**src/rtl/nlp_pkg.sv**
```systemverilog
// shared types and character constants for the numeric literal parser
package nlp_pkg;

  typedef enum logic [7:0] {
    MODE_START = 8'b0000_0001,
    MODE_DEC   = 8'b0000_0010,
    MODE_OCTN  = 8'b0000_0100,
    MODE_HEX   = 8'b0000_1000,
    MODE_QUOTE = 8'b0001_0000,
    MODE_ESC   = 8'b0010_0000,
    MODE_OCTE  = 8'b0100_0000,
    MODE_ENDED = 8'b1000_0000
  } mode_t;

  typedef struct packed {
    logic [31:0] acc;
    mode_t       mode;
    logic [1:0]  pos;
    logic        stopped;
  } parse_state_t;

  localparam parse_state_t STATE_RESET = '{acc: 32'd0, mode: MODE_START, pos: 2'd0,
                                           stopped: 1'b0};

  localparam logic [7:0] CH_NUL       = 8'd0;
  localparam logic [7:0] CH_DQUOTE    = 8'd34;
  localparam logic [7:0] CH_QUOTE     = 8'd39;
  localparam logic [7:0] CH_ZERO      = 8'd48;
  localparam logic [7:0] CH_ONE       = 8'd49;
  localparam logic [7:0] CH_SEVEN     = 8'd55;
  localparam logic [7:0] CH_NINE      = 8'd57;
  localparam logic [7:0] CH_QMARK     = 8'd63;
  localparam logic [7:0] CH_UPPER_A   = 8'd65;
  localparam logic [7:0] CH_UPPER_F   = 8'd70;
  localparam logic [7:0] CH_UPPER_X   = 8'd88;
  localparam logic [7:0] CH_BACKSLASH = 8'd92;
  localparam logic [7:0] CH_LOWER_A   = 8'd97;
  localparam logic [7:0] CH_LOWER_F   = 8'd102;
  localparam logic [7:0] CH_LOWER_N   = 8'd110;
  localparam logic [7:0] CH_LOWER_R   = 8'd114;
  localparam logic [7:0] CH_LOWER_T   = 8'd116;
  localparam logic [7:0] CH_LOWER_V   = 8'd118;
  localparam logic [7:0] CH_LOWER_X   = 8'd120;

  localparam logic [31:0] VAL_NEWLINE   = 32'd10;
  localparam logic [31:0] VAL_TAB       = 32'd9;
  localparam logic [31:0] VAL_VTAB      = 32'd11;
  localparam logic [31:0] VAL_RETURN    = 32'd13;
  localparam logic [31:0] VAL_BACKSLASH = 32'd92;

endpackage

```
**src/rtl/numeric_literal_parser_core.sv**
```systemverilog
// top level of the C integer and character literal parser
//
//  channel | dir | tdata                 | tlast        | tuser
//  in_     | in  | [7:0] char_code       | end_of_token | -
//  out_    | out | [31:0] literal_value  | -            | -
//
// one character word accepted per cycle while no waiting result stalls in_; the parse state updates in the same
// cycle through a single combinational step stage
// the token value appears on out_ in the cycle after its last word is accepted
// reset clears the parse state and the output valid flag, not the output data register
// a waiting result stalls in_ only until out_tready takes it
module numeric_literal_parser_core (
  input  logic        clk,
  input  logic        rst_n,
  input  logic        in_tvalid,
  output logic        in_tready,
  input  logic [7:0]  in_tdata,   // [7:0] char_code
  input  logic        in_tlast,
  output logic        out_tvalid,
  input  logic        out_tready,
  output logic [31:0] out_tdata   // [31:0] literal_value
);
  import nlp_pkg::*;

  parse_state_t st_r;
  parse_state_t st_nxt;
  logic [31:0]  value;
  logic [31:0]  out_data_r;
  logic         out_valid_r;
  logic         in_fire;

  nlp_step u_step (
    .st        (st_r),
    .char_code (in_tdata),
    .st_nxt    (st_nxt),
    .value     (value)
  );

  assign in_tready = !out_valid_r || out_tready;
  assign in_fire   = in_tvalid && in_tready;

  always_ff @(posedge clk) begin
    if (!rst_n) begin
      st_r        <= STATE_RESET;
      out_valid_r <= 1'b0;
    end else begin
      if (in_fire) begin
        st_r <= in_tlast ? STATE_RESET : st_nxt;
      end
      if (in_tready) begin
        out_valid_r <= in_fire && in_tlast;
      end
    end
  end

  always_ff @(posedge clk) begin
    if (in_fire && in_tlast) begin
      out_data_r <= value;
    end
  end

  assign out_tvalid = out_valid_r;
  assign out_tdata  = out_data_r;

endmodule

```
**src/rtl/nlp_step.sv**
```systemverilog
// next-state and token value logic for one character
module nlp_step (
  input  nlp_pkg::parse_state_t st,
  input  logic [7:0]            char_code,
  output nlp_pkg::parse_state_t st_nxt,
  output logic [31:0]           value
);
  import nlp_pkg::*;

  logic        is_oct;
  logic        is_dec;
  logic        is_hex;
  logic [3:0]  hex_val;
  logic [31:0] digit;
  logic [31:0] acc_x10;

  always_comb begin
    is_oct  = (char_code >= CH_ZERO) && (char_code <= CH_SEVEN);
    is_dec  = (char_code >= CH_ZERO) && (char_code <= CH_NINE);
    is_hex  = 1'b1;
    hex_val = '0;
    if (is_dec) begin
      hex_val = 4'(char_code - CH_ZERO);
    end else if ((char_code >= CH_UPPER_A) && (char_code <= CH_UPPER_F)) begin
      hex_val = 4'(char_code - CH_UPPER_A + 8'd10);
    end else if ((char_code >= CH_LOWER_A) && (char_code <= CH_LOWER_F)) begin
      hex_val = 4'(char_code - CH_LOWER_A + 8'd10);
    end else begin
      is_hex = 1'b0;
    end
    digit   = {28'd0, hex_val};
    acc_x10 = (st.acc << 3) + (st.acc << 1);
  end

  always_comb begin
    st_nxt = st;
    if (st.pos != 2'd3) begin
      st_nxt.pos = st.pos + 2'd1;
    end
    if (st.mode == MODE_ENDED) begin
      // token finished early, ignore the rest
    end else if (char_code == CH_NUL) begin
      if (st.mode == MODE_ESC) begin
        st_nxt.acc = VAL_BACKSLASH;
      end
      st_nxt.mode = MODE_ENDED;
    end else if ((st.mode == MODE_OCTN) && (st.pos == 2'd1) &&
                 ((char_code == CH_LOWER_X) || (char_code == CH_UPPER_X))) begin
      // hex prefix drops anything gathered so far
      st_nxt.mode    = MODE_HEX;
      st_nxt.acc     = '0;
      st_nxt.stopped = 1'b0;
    end else if (!st.stopped) begin
      unique case (st.mode)
        MODE_START: begin
          if (char_code == CH_QUOTE) begin
            st_nxt.mode = MODE_QUOTE;
          end else if ((char_code >= CH_ONE) && (char_code <= CH_NINE)) begin
            st_nxt.mode = MODE_DEC;
            st_nxt.acc  = digit;
          end else begin
            st_nxt.mode = MODE_OCTN;
            if (is_oct) st_nxt.acc = digit;
            else st_nxt.stopped = 1'b1;
          end
        end
        MODE_DEC: begin
          if (is_dec) st_nxt.acc = acc_x10 + digit;
          else st_nxt.stopped = 1'b1;
        end
        MODE_OCTN, MODE_OCTE: begin
          if (is_oct) st_nxt.acc = (st.acc << 3) + digit;
          else st_nxt.stopped = 1'b1;
        end
        MODE_HEX: begin
          if (is_hex) st_nxt.acc = (st.acc << 4) + digit;
          else st_nxt.stopped = 1'b1;
        end
        MODE_QUOTE: begin
          if (char_code == CH_BACKSLASH) begin
            st_nxt.mode = MODE_ESC;
          end else begin
            st_nxt.acc     = {24'd0, char_code};
            st_nxt.stopped = 1'b1;
          end
        end
        MODE_ESC: begin
          st_nxt.stopped = 1'b1;
          case (char_code)
            CH_LOWER_N: st_nxt.acc = VAL_NEWLINE;
            CH_LOWER_T: st_nxt.acc = VAL_TAB;
            CH_LOWER_V: st_nxt.acc = VAL_VTAB;
            CH_LOWER_R: st_nxt.acc = VAL_RETURN;
            CH_QUOTE, CH_DQUOTE, CH_QMARK, CH_BACKSLASH: st_nxt.acc = {24'd0, char_code};
            CH_LOWER_X: begin
              st_nxt.mode    = MODE_HEX;
              st_nxt.acc     = '0;
              st_nxt.stopped = 1'b0;
            end
            default: begin
              if (is_oct) begin
                st_nxt.mode    = MODE_OCTE;
                st_nxt.acc     = digit;
                st_nxt.stopped = 1'b0;
              end else begin
                st_nxt.acc = VAL_BACKSLASH;
              end
            end
          endcase
        end
        default: begin
          st_nxt = st;
        end
      endcase
    end
    // a token that ends right after the backslash reads as the backslash
    value = (st_nxt.mode == MODE_ESC) ? VAL_BACKSLASH : st_nxt.acc;
  end

endmodule

```
**config.mk**
```make
export PLATFORM = sky130hd
export DESIGN_NAME = numeric_literal_parser_core
export DESIGN_NICKNAME = d
export VERILOG_FILES = /design/src/rtl/nlp_pkg.sv /design/src/rtl/numeric_literal_parser_core.sv /design/src/rtl/nlp_step.sv
export SDC_FILE = /design/constraint.sdc
export NUM_CORES = 1
export LEC_CHECK = 0
export ABC_AREA = 1
export BUFFER_PORTS_ARGS = -buffer_cell sky130_fd_sc_hd__buf_2
export CAP_MARGIN = 20
export CORE_MARGIN = 1.5
export CORE_UTILIZATION = 40
export DETAILED_ROUTE_END_ITERATION = 8
export MAX_ROUTING_LAYER = met4
export PLACE_DENSITY = 0.61
export SLEW_MARGIN = 5
export SYNTH_ARGS = -nofsm -noshare
export SYNTH_HDL_FRONTEND = slang
export SYNTH_HIERARCHICAL = 1
export SYNTH_SLANG_ARGS = --single-unit
export TNS_END_PERCENT = 5
```
**constraint.sdc**
```tcl
create_clock -name clk -period 3.4 [get_ports clk]
set_input_delay 0.17 -clock clk [delete_from_list [all_inputs] [get_ports clk]]
set_output_delay 0.17 -clock clk [all_outputs]
set_load 0.01 [all_outputs]
```
; After elaboration in Yosys (flattened, before gate mapping)
; Index checks and enable logic that the tools add are counted.
; Widths: inputs -> output; s select.
[word_totals]
elab_cells = 107
out_inout_bits = 34
regBits = 76
[classes]
reduce_logical = 20
muxes = 40
add_sub_neg = 10
magnitude_cmp = 8
eq_ne = 23
[op_table]
columns = cell, count
row1 = $mux 32, 7
row2 = $pmux 32 s6, 1
row3 = $mux 43, 3
row4 = $mux 40, 3
row5 = $add 32x4->32, 3
row6 = $eq 8x7->1 const B, 8
row7 = $pmux 8 s6, 1
row8 = $eq 8x6->1 const B, 5
row9 = $add 32x32->32, 1
row10 = $mux 8, 3
row11 = $pmux 8 s3, 1
row12 = $ge 8x6->1 const B, 2
row13 = $ge 8x7->1 const B, 2
row14 = $le 8x6->1 const B, 2
row15 = $le 8x7->1 const B, 2
row16 = $pmux 8 s2, 1
row17 = $mux 4, 3
row18 = $sub 4x1->4 const B, 3
row19 = $mux 1, 10
row20 = $logic_and 1x1->1, 9
row21 = $add 4x4->4 const B, 2
row22 = $eq 8x1->1 const B, 1
row23 = $eq 8x2->1 const B, 1
row24 = $eq 8x3->1 const B, 1
row25 = 21 further kinds, 26

; Logic depth before layout (Yosys ltp)
; Gate-level depths: netlist of the first run.
[logic_depth]
depth_word = 14
ltp_mapped = 32
mapped_depth_nobuf = 31

; Hierarchy
; Netlist of the first run, hierarchy kept.
[by_module_without_submodules]
columns = module, seq_area_each_um2, area_per_inst_um2, instances, cells_per_inst
row1 = nlp_step, 0.0, 6695.2, 1, 1386
row2 = numeric_literal_parser_core, 1841.8, 2929.1, 1, 335

; Worst setup path before layout of the first run
; OpenSTA, ideal clock, no wires.
[synth_timing]
kind = in2reg
from = input in_tdata[0]
to = register st_r[41] (netlist bit)
slack_ns = -0.136
setup_time_ns = 0.113
required_time_ns = 3.287
cell_stages = 31
t_arrival_ns = 3.423
path_cell_list = inv_1 ha_1 inv_1 nor2_1 nand2_1 nand3_1 nand2_1 buf_2 inv_2 nor2_1 fa_1 inv_1 fa_1 inv_1 nand3_1 nand3_1 nand2_1 nand2_1 nand2_1 nand2_1 nand2_1 nand2_1 nand2_1 nand3_1 nand3_1 nand2_1 nand2_1 nand2_1 nand3_1 nand2_1 nor2_1
[synth_rtl]
columns = item, line_no
row1 = "start, declared", numeric_literal_parser_core.sv:17  ; input logic [7:0] in_tdata,
row2 = "end signal, assigned", numeric_literal_parser_core.sv:48  ; st_r <= in_tlast ? STATE_RESET : st_nxt;
row3 = "end, declared", numeric_literal_parser_core.sv:25  ; parse_state_t st_r;

; Final worst setup path of the first run
[layout_timing]
from = register st_r[9] (netlist bit)
to = register out_data_r[14], in the netlist out_tdata[14] (data pin)
[layout_via]
elab_chain_len = 8
word_cells_on_any_way = 22
classes_between = eq/ne (9) / mux (10) / reduce/logical (3)
[layout_lines]
columns = item, line_no
row1 = $mux 8, nlp_step.sv:101  ; if (is_oct) begin
row2 = $pmux 8 s2, nlp_step.sv:89  ; case (char_code)
row3 = $pmux 8 s3, nlp_step.sv:54  ; unique case (st.mode)
row4 = $mux 43, nlp_step.sv:53  ; end else if (!st.stopped) begin
row5 = $mux 40, nlp_step.sv:47  ; end else if ((st.mode == MODE_OCTN) && (st.pos == 2'd1) &&
row6 = $mux 40, nlp_step.sv:42  ; end else if (char_code == CH_NUL) begin
row7 = $mux 43 (*), nlp_step.sv:40  ; if (st.mode == MODE_ENDED) begin
row8 = $eq 8x6->1, nlp_step.sv:117  ; value = (st_nxt.mode == MODE_ESC) ? VAL_BACKSLASH : st_nxt.acc;
row9 = "end signal, assigned", numeric_literal_parser_core.sv:58  ; out_data_r <= value;
row10 = "end, declared", numeric_literal_parser_core.sv:28  ; logic [31:0] out_data_r;
; Every way passes the cells marked *; elsewhere a longest branch is shown, timed or not. The select of a mux whose other input is x is not followed.
; A chain may end at the register's enable or synchronous reset.

==> results of run 1 <==
-- cells by family after synthesis --
kind of cell	after synthesis	synth area share (%)
DFF	76	19.1
adders and majority gates	66	8.74
AOI/OAI and AO/OA	132	8.15
buffers and inverters	269	11.6
xor gates and xnor gates	11	1.00
and+or+nand+nor	1167	51.3
-- where the power goes --
group / switching [W] / internal, W / total, W
sequential: 0.0000638 / 0.00102 / 0.00109
combinational: 0.000705 / 0.000400 / 0.00110
clock: 0.000434 / 0.000648 / 0.00108
total: 0.00120 / 0.00207 / 0.00327
-- worst max path at each step --
stage,endpoint,slack [ns],startpoint
after floorplan,st_r[41],0.01,in_tdata[0]
final,out_tdata[14],0.16,st_r[9]
after global placement,out_tdata[14],-0.29,in_tdata[1]
after global routing,st_r[41],-0.06,in_tdata[0]
after detailed placement,st_r[27],-0.36,in_tdata[1]
after CTS,st_r[41],0.002,in_tdata[1]
-- what timing repair did --
action / in CTS / in global routing
setup buffers: 0 / 3
gates resized for setup: 1 / 47
pin swaps: 0 / 21
hold buffers: 0 / 0
setup endpoints to repair: 1 / 52
-- area by class of cell --
cell class / instances / area, sq um / area share, %
clock inverter: 7 / 96.3 / 0.849
tap: 319 / 399 / 3.52
clock buffer: 9 / 225 / 1.99
timing repair buffer: 161 / 1110 / 9.75
inverter: 222 / 836 / 7.37
multi-input combinational: 1376 / 6840 / 60.3
sequential: 76 / 1840 / 16.2
-- cell usage in the layout (no fill, tap or decap), types with 9 or more instances in the layout --
cell	instances
nand2_1	628
nor2_1	230
inv_1	196
nand3_1	173
buf_4	114
ha_1	62
a21oi_1	60
buf_2	46
dfxtp_1	44
edfxtp_1	32
nand2_2	30
nand4_1	28
o21ai_0	28
inv_2	25
nand3_2	24
nor3_1	15
o211ai_1	12
a21oi_2	11
nor2_4	10
clkbuf_16	9
nand3b_1	9
-- sequential cells by signal, indices dropped and copies added (netlist names) --
signal and count:
out_tdata 32, out_tvalid 1, st_r 43
-- per-layer routing --
metal / wire length [um] / global-route usage (%)
met1: 15500 / 37.9
met2: 17500 / 51.9
met3: 2740 / 3.97
met4: 2030 / 15.1
met5: 0 / -
-- metrics by stage --
stage | cells | cell area, sq um | setup slack, ns | total power [W] | hold WS, ns
global route | 2170 | 11300 | -0.0553 | 0.00343 | 0.294
detailed placement | 2151 | 10800 | -0.360 | 0.00218 | 0.512
finish | 2170 | 11300 | 0.161 | 0.00327 | 0.266
floorplan | 1721 | 9640 | 0.00976 | 0.00179 | 0.369
global placement | 2151 | 10800 | -0.287 | 0.00217 | 0.508
CTS | 2167 | 11200 | 0.00197 | 0.00325 | 0.261
-- critical path: cells and delay by family (launching register included) --
family	cells	cell delay (ns)
and+or+nand+nor	10	2.27
DFF	1	0.38
AOI/OAI and AO/OA	1	0.21
buffers and inverters	1	0.16
==> flow_metrics.env, run 1 <==
export IMPL_portBuffers=46
export IMPL_gp_congestion=1.03
export IMPL_postRouteAntennaNets=0
export IMPL_syn_to_final_growth_pct=17.8
export IMPL_drv_slew=0
export IMPL_period_needed_ns=3.24
export IMPL_avgViaCountPerCell=5.37
export IMPL_synth_async_sr_flop_share_pct=0
export IMPL_syn_area_per_cell_sq_um=5.59
export IMPL_rows=56
export IMPL_grt_pass1_wl_mm=58.1
export IMPL_run_status="complete, no violations"
export IMPL_cts_max_path_buffers=2
export IMPL_cts_sinks=76
export IMPL_ctsHtreeMaxLevel=3
export IMPL_synth_top_cell_by_area="nand2_1"
export IMPL_grt_overflow_total=0
export IMPL_initial_utilization_pct=40.9
export IMPL_grt_pass1_vias=10800
export IMPL_die_x_um=158
export IMPL_core_area_sq_mm=0.0235
export IMPL_layout_drive_gt1_share_pct=16.2
export IMPL_hp_class="primary input to register"
export IMPL_synthesis_instances=1721
export IMPL_finalSetupTns_ns=0
export IMPL_critPathMaxFanout=18
export IMPL_worstPathCellList="nor2_4 -> nand3_2 -> nor2_1 -> nand3_1 -> nand3_2 -> nor2_1 -> nand2_2 -> nand2_1 -> nand2_2 -> nand2_2 -> buf_4 -> a21oi_1"
export IMPL_cp_arrival_ns=3.40
export IMPL_fin_crit_sh_pct=95.3
export IMPL_hold_viol_final=0
export IMPL_synthDistinctLibCells=44
export IMPL_synth_most_common_cell="nand2_1"
export IMPL_fill_cells=2594
export IMPL_drcViolationCount=0
export IMPL_cp_end_kind="register"
export IMPL_syn_num_nets=1800
export IMPL_cts_tree="done"
export IMPL_max_clock_freq_mhz=309
export IMPL_maxCapViolCount=0
export IMPL_r2r_slack_ns=0.16
export IMPL_route_vias_total=11700
export IMPL_ir_worst_vdd_mv=0.218
export IMPL_holdPathStages=4
export IMPL_setup_violations=0
export IMPL_hold_start="in_tlast"
export IMPL_io_pins=47
export IMPL_dieArea_sq_mm=0.0250
export IMPL_cts_buffers=9
export IMPL_yosys_warnings=6
export IMPL_synth_top_area_share_pct=25.2
export IMPL_dr_pass1_iters=5
export IMPL_routed_wl_mm=37.8
export IMPL_grt_start_max_net_pins=45
export IMPL_slew_headroom_pct=34.3
export IMPL_grt_antenna_before_repair=0
export IMPL_power_density_mw_per_mm2=289
export IMPL_r2r_cells=12
export IMPL_gr_usage_all_layers_pct=31.4
export IMPL_timing_rr_start="st_r[9]"
export IMPL_ys_seq_elements=76
export IMPL_final_util_pct=48.2
export IMPL_worstPathRequired_ns=3.56
export IMPL_ys_flop_type="dfxtp_1"
export IMPL_clk_latency_ns=0.35
export IMPL_max_stage_delay_ns=0.56
export IMPL_clk_pin_slew_worst_paths_ns=0.06
export IMPL_r2r_end="out_tdata[14]"
export IMPL_cp_common_cell="nand2_2"
export IMPL_drt_iter0_markers=1092
export IMPL_netlist_top_cells_count="645 x nand2_1, 233 x nor2_1, 201 x inv_1, 192 x nand3_1, 64 x ha_1"
export IMPL_dpl_hpwl_mm=29.8
export IMPL_min_to="st_r[1]"
export IMPL_p_leak_nw=6.08
export IMPL_final_nets=1925
export IMPL_wl_per_cell_um=17.4
export IMPL_slowest_stage="nor2_1"
export IMPL_diodes=0
export IMPL_die_height_um=158
export IMPL_fin_worst_skew_ns=0.00959
export IMPL_start_kind="register"
export IMPL_root_buffer="clkbuf_16"
export IMPL_synth_edf_count=32
export IMPL_ys_seq_area_share_pct=19.1
export IMPL_worstMarginPinSlew_ns=0.986
export IMPL_syn_area_sq_mm=0.00962
export IMPL_crit_type="register to register"
export IMPL_rsz0062_at_grt="yes"
export IMPL_ys_top_cells_by_area="nand2_1 25%, nand3_1 10%, edfxtp_1 10%, dfxtp_1 9.2%, nor2_1 9.1%"
Note: power is estimated with default switching activity, not from simulation.
==> run 2, diff against run 1 <==
CTS_BUF_LIST = sky130_fd_sc_hd__clkbuf_4   (was default)
==> run 2 against run 1 <==
  * Clock power shrank 37%
  * Setup slack lost 0.030 ns
  * Clock skew grew 0.011 ns
  * Design area shrank 2.8%
  * Die area is the same
  * Register-to-register slack lost 0.03 ns
  * First-iteration DRC count grew 5.3%
  * Core utilization shrank 1.3 points
  * Critical path depth is the same
  * Total power shrank 13%
  * Global-route usage is essentially flat
  * Wire length shrank 1.2%
  * Critical path type unchanged
==> flow_metrics.env, run 2 (synthesized netlist as in run 1, its figures left out) <==
export IMPL_regMostFlops="st_r"
export IMPL_ctsHtreeMaxLevel=3
export IMPL_io_pins=47
export IMPL_grt_pass1_wl_mm=58.1
export IMPL_cp_arrival_ns=3.54
export IMPL_ir_worst_vdd_mv=0.184
export IMPL_final_nets=1922
export IMPL_post_cts_setup_buffers=0
export IMPL_root_buffer="clkbuf_4"
export IMPL_hold_viol_final=0
export IMPL_start_kind="register"
export IMPL_crit_type="register to register"
export IMPL_grt_pass1_vias=10800
export IMPL_postCtsHoldBufs=0
export IMPL_avgViaCountPerCell=5.31
export IMPL_maxCapViolCount=0
export IMPL_finalSetupTns_ns=0
export IMPL_max_clock_freq_mhz=306
export IMPL_fin_crit_sh_pct=96.2
export IMPL_cts_sinks=76
export IMPL_power_density_mw_per_mm2=259
export IMPL_die_height_um=158
export IMPL_period_needed_ns=3.27
export IMPL_mostFrequentLayoutCells="642 x nand2_1, 231 x nor2_1, 198 x inv_1"
export IMPL_gr_usage_all_layers_pct=31.4
export IMPL_drcViolationCount=0
export IMPL_grt_start_max_net_pins=45
export IMPL_drt_iter0_markers=1150
export IMPL_fin_area_sq_mm=0.0110
export IMPL_grt_overflow_total=0
export IMPL_p_leak_nw=5.98
export IMPL_dieArea_sq_mm=0.0250
export IMPL_worstMarginPinSlew_ns=0.989
export IMPL_post_dp_cell_area_sq_mm=0.0108
export IMPL_core_area_sq_mm=0.0235
export IMPL_drv_slew=0
export IMPL_dpl_hpwl_mm=29.8
export IMPL_largest_register_ffs=43
export IMPL_initial_utilization_pct=40.9
export IMPL_worstPathCellList="nor2_4 -> nand3_2 -> nor2_1 -> nand3_1 -> nand3_2 -> nor2_1 -> nand2_2 -> nand2_1 -> nand2_1 -> nand2_1 -> buf_4 -> a21oi_1"
export IMPL_dr_pass1_iters=5
export IMPL_final_common_cell="nand2_1"
export IMPL_slew_headroom_pct=34.0
export IMPL_diodes=0
export IMPL_setup_violations=0
export IMPL_run_status="complete, no violations"
export IMPL_cts_buffers=9
export IMPL_grt_antenna_before_repair=0
export IMPL_route_vias_total=11500
export IMPL_hp_class="primary input to register"
export IMPL_cts_tree="done"
export IMPL_layout_drive_gt1_share_pct=14.2
export IMPL_fill_cells=2623
export IMPL_gp_congestion=1.03
export IMPL_clk_latency_ns=0.47
export IMPL_critPathMaxFanout=18
export IMPL_max_stage_delay_ns=0.58
export IMPL_die_x_um=158
export IMPL_fin_worst_skew_ns=0.0206
export IMPL_routed_wl_mm=37.4
export IMPL_wl_per_cell_um=17.3
export IMPL_syn_to_final_growth_pct=14.6
export IMPL_slowest_stage="nor2_1"
export IMPL_clk_pin_slew_worst_paths_ns=0.15
export IMPL_worstPathRequired_ns=3.68
export IMPL_rows=56
export IMPL_cts_max_path_buffers=2
export IMPL_postRouteAntennaNets=0
export IMPL_cp_common_cell="nand2_1"
export IMPL_cp_end_kind="register"
export IMPL_portBuffers=46
run 2: layer usage:
metal,routed length (um),vias to the layer above,share of wire [%],track usage (%)
li1,-,5710,-,-
met1,15600,5249,42,38.0
met2,17600,450,47,52.0
met3,2410,96,6.4,3.89
met4,1790,0,4.8,14.5
met5,0,-,0,-
run 2: timing repair:
action | 4_1_cts | 5_1_grt
gates resized for setup | 0 | 10
endpoints found under the setup margin | 0 | 33
endpoints found under the hold margin | 0 | 0
run 2: cell type report:
cell class	instances	area, sq um	share of cell area [%]
multi-input cells	1376	6710	60.8
flip-flops and latches	76	1840	16.7
repair buffers	158	1080	9.82
inverters	222	833	7.56
well taps	319	399	3.62
clock inverters	7	96.3	0.874
clock buffers	9	67.6	0.613
run 2: power breakdown:
group	leakage, nW	switching [W]	total (W)	internal [W]
clock	0.0889	0.000376	0.000678	0.000303
combinational	5.23	0.000698	0.00109	0.000395
sequential	0.668	0.0000637	0.00109	0.00102
run 2: path summary, 6_finish.rpt:
check | cells past startpoint | endpoint | from | slack (ns)
hold reg to reg | 2 | st_r[2] | st_r[2] | 0.53
setup reg to reg | 12 | out_tdata[14] | st_r[9] | 0.13
setup / recovery | 12 | out_tdata[14] | st_r[9] | 0.13
hold / removal | 4 | st_r[33] | in_tlast | 0.13
run 2: metrics by stage:
stage / power [W] / hold WS (ns) / instances / setup WS, ns / utilization (%)
3_3_place_gp: 0.00217 / 0.508 / 2151 / -0.287 / 46.0
4_1_cts: 0.00285 / 0.107 / 2167 / 0.137 / 46.7
6_report: 0.00286 / 0.128 / 2167 / 0.131 / 46.8
2_1_floorplan: 0.00179 / 0.369 / 1721 / 0.00976 / -
3_5_place_dp: 0.00218 / 0.512 / 2151 / -0.360 / 46.0
5_1_grt: 0.00302 / 0.128 / 2167 / -0.0105 / 46.8
run 2: critical path: cells and delay by family, from the launching register on:
family | cells | cell delay [ns]
AO/OA/AOI/OAI | 1 | 0.20
buffers and inverters | 1 | 0.17
flip-flops | 1 | 0.41
AND/OR/NAND/NOR | 10 | 2.27
